===== src/design/kbd_pkg.sv =====
// ----------------------------------------------------------------------------
// kbd_pkg
// Shared constants and types for the KISS byte deframer.
// ----------------------------------------------------------------------------
package kbd_pkg;

    localparam logic [7:0] FEND  = 8'hC0;
    localparam logic [7:0] FESC  = 8'hDB;
    localparam logic [7:0] TFEND = 8'hDC;
    localparam logic [7:0] TFESC = 8'hDD;

    // one result beat from the deframing core
    typedef struct packed {
        logic       emit;
        logic [7:0] data;
        logic       is_port;
        logic       last;
    } kbd_res_t;

endpackage


===== src/design/kbd_in_stage.sv =====
// ----------------------------------------------------------------------------
// kbd_in_stage
// Input register: captures one received byte per beat.
// ----------------------------------------------------------------------------
module kbd_in_stage (
    input  logic       clk,
    input  logic       rst_n,
    input  logic       in_valid,
    output logic       in_stall,
    input  logic [7:0] rx_byte,
    input  logic       consume,
    output logic       s1_valid,
    output logic [7:0] s1_byte
);
    logic       valid_reg;
    logic [7:0] byte_reg;
    logic       load;

    // the stage holds its byte until the core has taken it
    assign in_stall = valid_reg & ~consume;
    assign load     = in_valid & ~in_stall;

    always_ff @(posedge clk or negedge rst_n)
    begin
        if (!rst_n)
        begin
            valid_reg <= 1'b0;
        end
        else if (load)
        begin
            valid_reg <= 1'b1;
        end
        else if (consume)
        begin
            valid_reg <= 1'b0;
        end
    end

    always_ff @(posedge clk)
    begin
        if (load)
        begin
            byte_reg <= rx_byte;
        end
    end

    assign s1_valid = valid_reg;
    assign s1_byte  = byte_reg;
endmodule


===== src/design/kbd_core.sv =====
// ----------------------------------------------------------------------------
// kbd_core
// Framing state, unescape and one-byte hold; decides the result of each byte.
// ----------------------------------------------------------------------------
module kbd_core (
    input  logic            clk,
    input  logic            rst_n,
    input  logic            fire,
    input  logic [7:0]      rx_byte,
    output kbd_pkg::kbd_res_t res
);
    import kbd_pkg::*;

    logic       in_frame_reg,   in_frame_next;
    logic       in_escape_reg,  in_escape_next;
    logic       held_valid_reg, held_valid_next;
    logic [7:0] held_byte_reg,  held_byte_next;
    logic       held_first_reg, held_first_next;
    logic       any_emit_reg,   any_emit_next;
    logic [7:0] plain;
    logic       is_fend;
    logic       is_fesc;

    assign is_fend = (rx_byte == FEND);
    assign is_fesc = (rx_byte == FESC);

    always_comb
    begin
        plain = rx_byte;
        if (in_escape_reg)
        begin
            case (rx_byte)
                TFEND:   plain = FEND;
                TFESC:   plain = FESC;
                default: plain = rx_byte;
            endcase
        end
    end

    always_comb
    begin
        in_frame_next   = in_frame_reg;
        in_escape_next  = in_escape_reg;
        held_valid_next = held_valid_reg;
        held_byte_next  = held_byte_reg;
        held_first_next = held_first_reg;
        any_emit_next   = any_emit_reg;
        res.emit        = 1'b0;
        res.data        = held_byte_reg;
        res.is_port     = held_first_reg;
        res.last        = 1'b0;
        if (is_fend)
        begin
            // closing FEND flushes the held byte as last
            res.emit        = in_frame_reg & held_valid_reg;
            res.last        = 1'b1;
            in_frame_next   = ~in_frame_reg;
            in_escape_next  = 1'b0;
            held_valid_next = 1'b0;
            held_byte_next  = 8'h00;
            held_first_next = 1'b0;
            any_emit_next   = 1'b0;
        end
        else if (in_frame_reg)
        begin
            if (is_fesc)
            begin
                in_escape_next = 1'b1;
            end
            else
            begin
                res.emit        = held_valid_reg;
                in_escape_next  = 1'b0;
                held_byte_next  = plain;
                held_first_next = ~any_emit_reg;
                any_emit_next   = 1'b1;
                held_valid_next = 1'b1;
            end
        end
        if (!fire)
        begin
            res.emit = 1'b0;
        end
    end

    always_ff @(posedge clk or negedge rst_n)
    begin
        if (!rst_n)
        begin
            in_frame_reg   <= 1'b0;
            in_escape_reg  <= 1'b0;
            held_valid_reg <= 1'b0;
            held_byte_reg  <= 8'h00;
            held_first_reg <= 1'b0;
            any_emit_reg   <= 1'b0;
        end
        else if (fire)
        begin
            in_frame_reg   <= in_frame_next;
            in_escape_reg  <= in_escape_next;
            held_valid_reg <= held_valid_next;
            held_byte_reg  <= held_byte_next;
            held_first_reg <= held_first_next;
            any_emit_reg   <= any_emit_next;
        end
    end
endmodule


===== src/design/kbd_out_stage.sv =====
// ----------------------------------------------------------------------------
// kbd_out_stage
// Result register: holds one frame byte beat until downstream takes it.
// ----------------------------------------------------------------------------
module kbd_out_stage (
    input  logic              clk,
    input  logic              rst_n,
    input  kbd_pkg::kbd_res_t res,
    output logic              free,
    output logic              out_valid,
    input  logic              out_stall,
    output logic [7:0]        frame_byte,
    output logic              is_port,
    output logic              last
);
    import kbd_pkg::*;

    logic       valid_reg;
    logic [7:0] data_reg;
    logic       port_reg;
    logic       last_reg;

    // register can take a new result when empty or being drained this cycle
    assign free = ~valid_reg | ~out_stall;

    always_ff @(posedge clk or negedge rst_n)
    begin
        if (!rst_n)
        begin
            valid_reg <= 1'b0;
        end
        else if (res.emit)
        begin
            valid_reg <= 1'b1;
        end
        else if (!out_stall)
        begin
            valid_reg <= 1'b0;
        end
    end

    always_ff @(posedge clk)
    begin
        if (res.emit)
        begin
            data_reg <= res.data;
            port_reg <= res.is_port;
            last_reg <= res.last;
        end
    end

    assign out_valid  = valid_reg;
    assign frame_byte = data_reg;
    assign is_port    = port_reg;
    assign last       = last_reg;
endmodule


===== src/design/kiss_byte_deframer.sv =====
// ----------------------------------------------------------------------------
// kiss_byte_deframer
// Strips KISS framing from a received byte stream, marks port and last bytes.
// ----------------------------------------------------------------------------
//  channel | handshake             | payload
//  --------+-----------------------+---------------------------------
//  in      | in_valid / in_stall   | rx_byte[7:0]
//  out     | out_valid / out_stall | frame_byte[7:0], is_port, last
//
// One byte per cycle sustained while out_stall is low; kbd_core updates the
// framing state between the input register and the result register.
// A frame byte leaves once the next non-FESC byte or the closing FEND is
// taken (held until then); its result is valid in the cycle after that byte.
// Reset clears the framing state and both stage valid flags.
// A stalled output only blocks the input when a byte is waiting to be processed.
module kiss_byte_deframer (
    input  logic       clk,
    input  logic       rst_n,
    input  logic       in_valid,
    output logic       in_stall,
    input  logic [7:0] rx_byte,
    output logic       out_valid,
    input  logic       out_stall,
    output logic [7:0] frame_byte,
    output logic       is_port,
    output logic       last
);
    import kbd_pkg::*;

    logic       s1_valid;
    logic [7:0] s1_byte;
    logic       free;
    logic       fire;
    kbd_res_t   res;

    assign fire = s1_valid & free;

    kbd_in_stage u_in (
        .clk      (clk),
        .rst_n    (rst_n),
        .in_valid (in_valid),
        .in_stall (in_stall),
        .rx_byte  (rx_byte),
        .consume  (fire),
        .s1_valid (s1_valid),
        .s1_byte  (s1_byte)
    );

    kbd_core u_core (
        .clk     (clk),
        .rst_n   (rst_n),
        .fire    (fire),
        .rx_byte (s1_byte),
        .res     (res)
    );

    kbd_out_stage u_out (
        .clk        (clk),
        .rst_n      (rst_n),
        .res        (res),
        .free       (free),
        .out_valid  (out_valid),
        .out_stall  (out_stall),
        .frame_byte (frame_byte),
        .is_port    (is_port),
        .last       (last)
    );
endmodule


===== config.mk =====
export PLATFORM = sky130hd
export DESIGN_NAME = kiss_byte_deframer
export DESIGN_NICKNAME = d
export VERILOG_FILES = /design/src/design/kbd_pkg.sv /design/src/design/kbd_in_stage.sv /design/src/design/kbd_core.sv /design/src/design/kbd_out_stage.sv /design/src/design/kiss_byte_deframer.sv
export SDC_FILE = /design/constraint.sdc
export NUM_CORES = 1
export LEC_CHECK = 0
export ABC_CLOCK_PERIOD_IN_PS = 3300
export BUFFER_PORTS_ARGS = -buffer_cell sky130_fd_sc_hd__clkbuf_2
export CAP_MARGIN = 20
export CORE_AREA = 2 2 50 52
export CTS_CLUSTER_SIZE = 8
export DETAILED_ROUTE_END_ITERATION = 6
export DIE_AREA = 0 0 52 54
export GPL_TIMING_DRIVEN = 0
export PLACE_DENSITY = 0.85
export SLEW_MARGIN = 20
export SYNTH_ARGS = -nofsm -noshare
export SYNTH_HDL_FRONTEND = slang
export SYNTH_SLANG_ARGS = --single-unit

===== constraint.sdc =====
create_clock -name clk -period 3.3 [get_ports clk]
set_input_delay 0.66 -clock clk [delete_from_list [all_inputs] [get_ports clk]]
set_output_delay 0.66 -clock clk [all_outputs]
set_load 0.03 [all_outputs]

==> impl_metrics.toml, run 1 <==
[routing]
num_vias = 709
drtIter0Drc = 7
viasPerCell = 5.101
drtPass1Iterations = 2
antenna_left = 0
wl_um = 1703
wl_per_cell_um = 12.25
drc = 0

[timing]
slew_headroom = 0.7481
skew_ps = 14.41
post-route-period-util = 0.5483
setup_tns_ps = 0
finalCriticalPeriod_ps = 1809
worst_pin_slew_ps = 374.5
slew_viol_final = 0
rsz0062_at_grt = "false"
finalSetupViolCount = 0
clock.fmax_mhz = 552.7
finalHoldViolations = 0

[global_routing]
use_met1 = 0.1614
grt_max_degree = 15
grt_util_met2 = 0.2300
first_global_vias = 681
grt_util_all_layers = 0.1522
antenna_found_initial = 0
grtUsageMet3 = 0.07500
grt_pass1_wl_um = 2835
top_usage_layer = "met2"
grt_overflow = 0

[synth]
yosysTopAreaCell = "edfxtp_1"
ys_seq_area_frac = 0.7463
synth_top_area_frac = 0.4528
async_flop_share = 0.4375
ys_types = 28
ys.flop_type = "edfxtp_1"
synth_common_cells = "edfxtp_1, dfrtp_1, inv_1"
syn-cell-area_um2 = 1194
syn_avg_cell_area_um2 = 15.30
syn_inst = 78
synth_edf_count = 18
synth_warnings = 0
syn-num-nets = 90
yosysMostFrequentCell = "edfxtp_1"
synth_area_leaders = "edfxtp_1, dfrtp_1, mux2i_1"
ys_seq_elements = 32

[clock_network]
post_cts_buffers = 0
cts_tree = "done"
numCtsBuffers = 5
clock_latency_ps = 330
ctsHoldBuffers = 0
cts_buffer_depth = 2
cts_htree_levels = 2
cts_root_buf = "clkbuf_4"
cts_resized = 0
numClockSinks = 32
clkTransAtPathRegs_ps = 100

[worst_setup_path]
worstSetupStartpointType = "primary input"
worstPathRequired_ps = 2640
reg2reg_slack_ps = 1550
rr_endpoint = "u_core.held_first_reg"
critPathCaptureType = "primary output"
ff2ff_path_depth = 5
cp_max_fo = 3
crit_type = "primary input to primary output"
r2r_start = "u_out.out_valid"
arrival_ps = 1150

[place]
place_area_um2 = 1346
place.gp.congestion = 0.7255
numPortBuffers = 23
place_hpwl_um = 1237

[floorplan]
core_um2 = 2320
die_h_um = 54
die_w_um = 52
initial_core_util = 0.5146
pin_count = 24
std_cell_rows = 18
floorplan.die_area_um2 = 2808

[power_and_ir_drop]
ir_drop_mv = 0.4584
power_density_nw_per_um2 = 667.9
p_leak_nw = 0.6183

[final_layout]
final_cell_area_um2 = 1415
seq_area_um2 = 890.9
utilization = 0.6100
multi_input_area_um2 = 257.7
diodes = 0
final.fill_count = 192
syn_to_final_growth_pct = 18.55
drive_above_1_share = 0.3486
nets = 120

[run]
cap_violations = 0

[run_status]
outcome = "finished clean"

[hold_path]
hp-class = "primary input to asynchronous set/reset pin"
## worst max-delay path, stage by stage
cell and delay [ps]:
clkbuf_2 100, nand3_1 120, inv_1 80, clkbuf_2 200
## logic make-up (layout without fill, tap and decap cells)
group,after synthesis,in the layout,share of synthesized area
and+or+nand+nor,16,16,0.07862
xor gates and xnor gates,1,1,0.007339
AOI/OAI and AO/OA,13,13,0.07443
muxes,6,6,0.05555
buffers and inverters,10,41,0.03773
DFF,32,32,0.7463
## metrics by stage
step	instances	setup slack, ps	power, mW	hold slack, ps
floorplan	78	1469	0.6635	364.4
global route	139	1406	0.9990	220.1
detailed placement	131	1191	0.7107	433.2
global placement	131	1211	0.6948	431.3
finish	139	1491	0.9451	215.5
CTS	139	1477	0.9570	214.7
## power breakdown
| part | switching (mW) | internal (mW) | leakage, nW |
|---|---|---|---|
| Clock | 0.120 | 0.125 | 0.0386 |
| Sequential | 0.0476 | 0.523 | 0.334 |
| Combinational | 0.0662 | 0.0630 | 0.246 |
| Total | 0.234 | 0.712 | 0.618 |
## worst max-delay path by stage
stage	startpoint	endpoint	slack (ps)
2_1_floorplan	out_stall	u_core.held_first_reg	1470
3_3_place_gp	out_stall	u_core.held_first_reg	1210
3_5_place_dp	out_stall	u_core.held_first_reg	1190
4_1_cts	out_stall	in_stall	1480
5_1_grt	u_out.out_valid	u_core.held_first_reg	1410
6_report	out_stall	in_stall	1490
## layer usage
| layer | vias to the layer above | part of all wire | wire length (um) |
|---|---|---|---|
| met4 | 0 | 0.035 | 59 |
| met3 | 5 | 0.059 | 101 |
| met5 | - | 0 | 0 |
| li1 | 343 | - | - |
| met1 | 338 | 0.41 | 700 |
| met2 | 23 | 0.49 | 841 |
## cells in the final DEF, fill, tap and decap left out, types with 2 or more instances in the layout
master / n
nand2_1: 5
clkbuf_4: 5
edfxtp_1: 18
nand4_1: 3
clkbuf_8: 2
dfrtp_1: 14
o21ai_0: 5
inv_1: 8
clkbuf_2: 23
mux2i_1: 4
## layout make-up
cell class	instances	area share
Inverter	9	0.02387
Multi-Input combinational cell	36	0.1821
Clock buffer	8	0.04863
Timing Repair Buffer	23	0.08134
Sequential cell	32	0.6295
Buffer	1	0.007958
Tap cell	30	0.02653
No activity file was read; power rests on OpenSTA's default activity.
==> run 2, diff against run 1 <==
Settings changed: ABC_CLOCK_PERIOD_IN_PS 3300 to 1900, CORE_AREA 2 2 50 52 to 2 2 40 69, DIE_AREA 0 0 52 54 to 0 0 42 71, PLACE_DENSITY 0.85 to 0.8.
Clock period 3.3 ns to 1.9 ns, I/O delays scaled along.
==> run 2 against run 1 <==
Effect of this change:
- sequential power grew 74%
- combinational power grew 72%
- register-to-register slack worse by 1400 ps
- clock-buffer cell count decreased by 2
- clock skew is 9.8 ps lower
- non-clock buffer count stayed put
- cell count down 2.9%
- utilization decreased by 1.4 points
- largest power group unchanged
==> impl_metrics.toml, run 2 (synthesis results as in run 1) <==
[routing]
num_vias = 707
drc = 0
wl_um = 1742
antenna_left = 0
wl_per_cell_um = 12.90
drtIter0Drc = 12
viasPerCell = 5.237
drtPass1Iterations = 6

[timing]
clock.fmax_mhz = 559.0
skew_ps = 4.571
slew_headroom = 0.7326
rsz0062_at_grt = "false"
finalHoldViolations = 0
finalSetupViolCount = 0
setup_ws_ps = 111.0
post-route-period-util = 0.9416
finalCriticalPeriod_ps = 1789
setup_tns_ps = 0
slew_viol_final = 0
worst_pin_slew_ps = 397.5

[power_and_ir_drop]
ir_drop_mv = 1.110
p_leak_nw = 0.6349
power_mw = 1.826
power_density_nw_per_um2 = 1260

[worst_setup_path]
critPathCaptureType = "flip-flop"
worst-path-buf-inv = 1
worstSetupStartpointType = "flip-flop"
critPathTopFamily = "compound AO/OA/AOI/OAI gates"
crit_type = "flip-flop to flip-flop"
arrival_ps = 1950
cp_cell_sequence = "a21boi_0, o41a_1, o21a_2, buf_6, mux2_4"
startpoint = "u_out.out_valid"
worstPathRequired_ps = 2060
critPathSlowestCell = "dfrtp_1"
cp_max_fo = 10
r2r_start = "u_out.out_valid"
slowest_delay_ps = 400

[clock_network]
clock_latency_ps = 270
clkTransAtPathRegs_ps = 60
cts_root_buf = "clkbuf_8"
ctsHoldBuffers = 0
cts_tree = "done"
post_cts_buffers = 0
cts_resized = 0
numClockSinks = 32
numCtsBuffers = 5
cts_buffer_depth = 2
cts_htree_levels = 2

[final_layout]
mostFrequentLayoutCells = "clkbuf_2, edfxtp_1, dfrtp_1, inv_1"
diodes = 0
drive_above_1_share = 0.3486
final_cell_area_um2 = 1449
syn_to_final_growth_pct = 21.38
final_common_cell = "clkbuf_2"
nets = 120
final.fill_count = 210

[place]
place.gp.congestion = 0.8411
numPortBuffers = 23
dpl_worst_slack_ps = 40.98
place_hpwl_um = 1343
place_area_um2 = 1341

[global_routing]
grt_util_all_layers = 0.1437
grt_max_degree = 15
antenna_found_initial = 0
first_global_vias = 710
use_met1 = 0.1298
grtUsageMet3 = 0.05357
grt_util_met2 = 0.2500
grt_pass1_wl_um = 3042
grt_overflow = 0
top_usage_layer = "met2"

[run_status]
outcome = "finished clean"

[floorplan]
floorplan.die_area_um2 = 2982
die_h_um = 71
die_w_um = 42
std_cell_rows = 24
core_um2 = 2432
pin_count = 24
initial_core_util = 0.4907

[run]
cap_violations = 0

[hold_path]
hp-class = "primary input to asynchronous set/reset pin"
## run 2: changes by cell type in the layout (fill, tap and decap cells not counted)
cell,delta
clkbuf_8,+3
clkinv_2,+1
bufinv_16,+1
clkbuf_4,-5
## run 2: final timing paths
kind | cells after the start | slack (ps) | to
worst max-delay path | 5 | 110 | u_core.held_first_reg
worst min-delay path | 1 | 1 | u_core.held_byte_reg[2]
worst max register to register | 5 | 110 | u_core.held_first_reg
worst min register to register | 0 | 440 | u_out.frame_byte[3]
max in group asynchronous | 1 | 1630 | u_in.s1_valid
min in group clk | 1 | 280 | u_in.s1_byte[4]
## run 2: final cells by class
type / instances / area, um2 / area share
Multi-Input combinational cell: 36 / 257.7 / 0.1779
Sequential cell: 32 / 890.9 / 0.6149
Clock buffer: 6 / 72.57 / 0.05009
Inverter: 9 / 33.78 / 0.02332
Clock inverter: 2 / 35.03 / 0.02418
Buffer: 1 / 11.26 / 0.007772
Timing Repair Buffer: 23 / 115.1 / 0.07945
Tap cell: 26 / 32.53 / 0.02245
## run 2: stage by stage
stage / util / std cells / hold WS, ps
global placement: 0.5514 / 127 / 292.8
CTS: 0.5957 / 135 / 5.689
detailed placement: 0.5514 / 127 / 303.0
floorplan: - / 78 / 84.41
global route: 0.5957 / 135 / 10.43
finish: 0.5957 / 135 / 1.183
## run 2: power by group
group / total (mW) / switching, mW / internal (mW)
clock network: 0.610 / 0.221 / 0.388
registers: 0.993 / 0.0823 / 0.911
logic: 0.222 / 0.113 / 0.109
total: 1.83 / 0.417 / 1.41
## run 2: layer usage
metal  share of wire  vias to the layer above
li1                -                      342
met1            0.36                      337
met2            0.56                       20
met3           0.043                        8
met4           0.034                        0
met5               0                        -
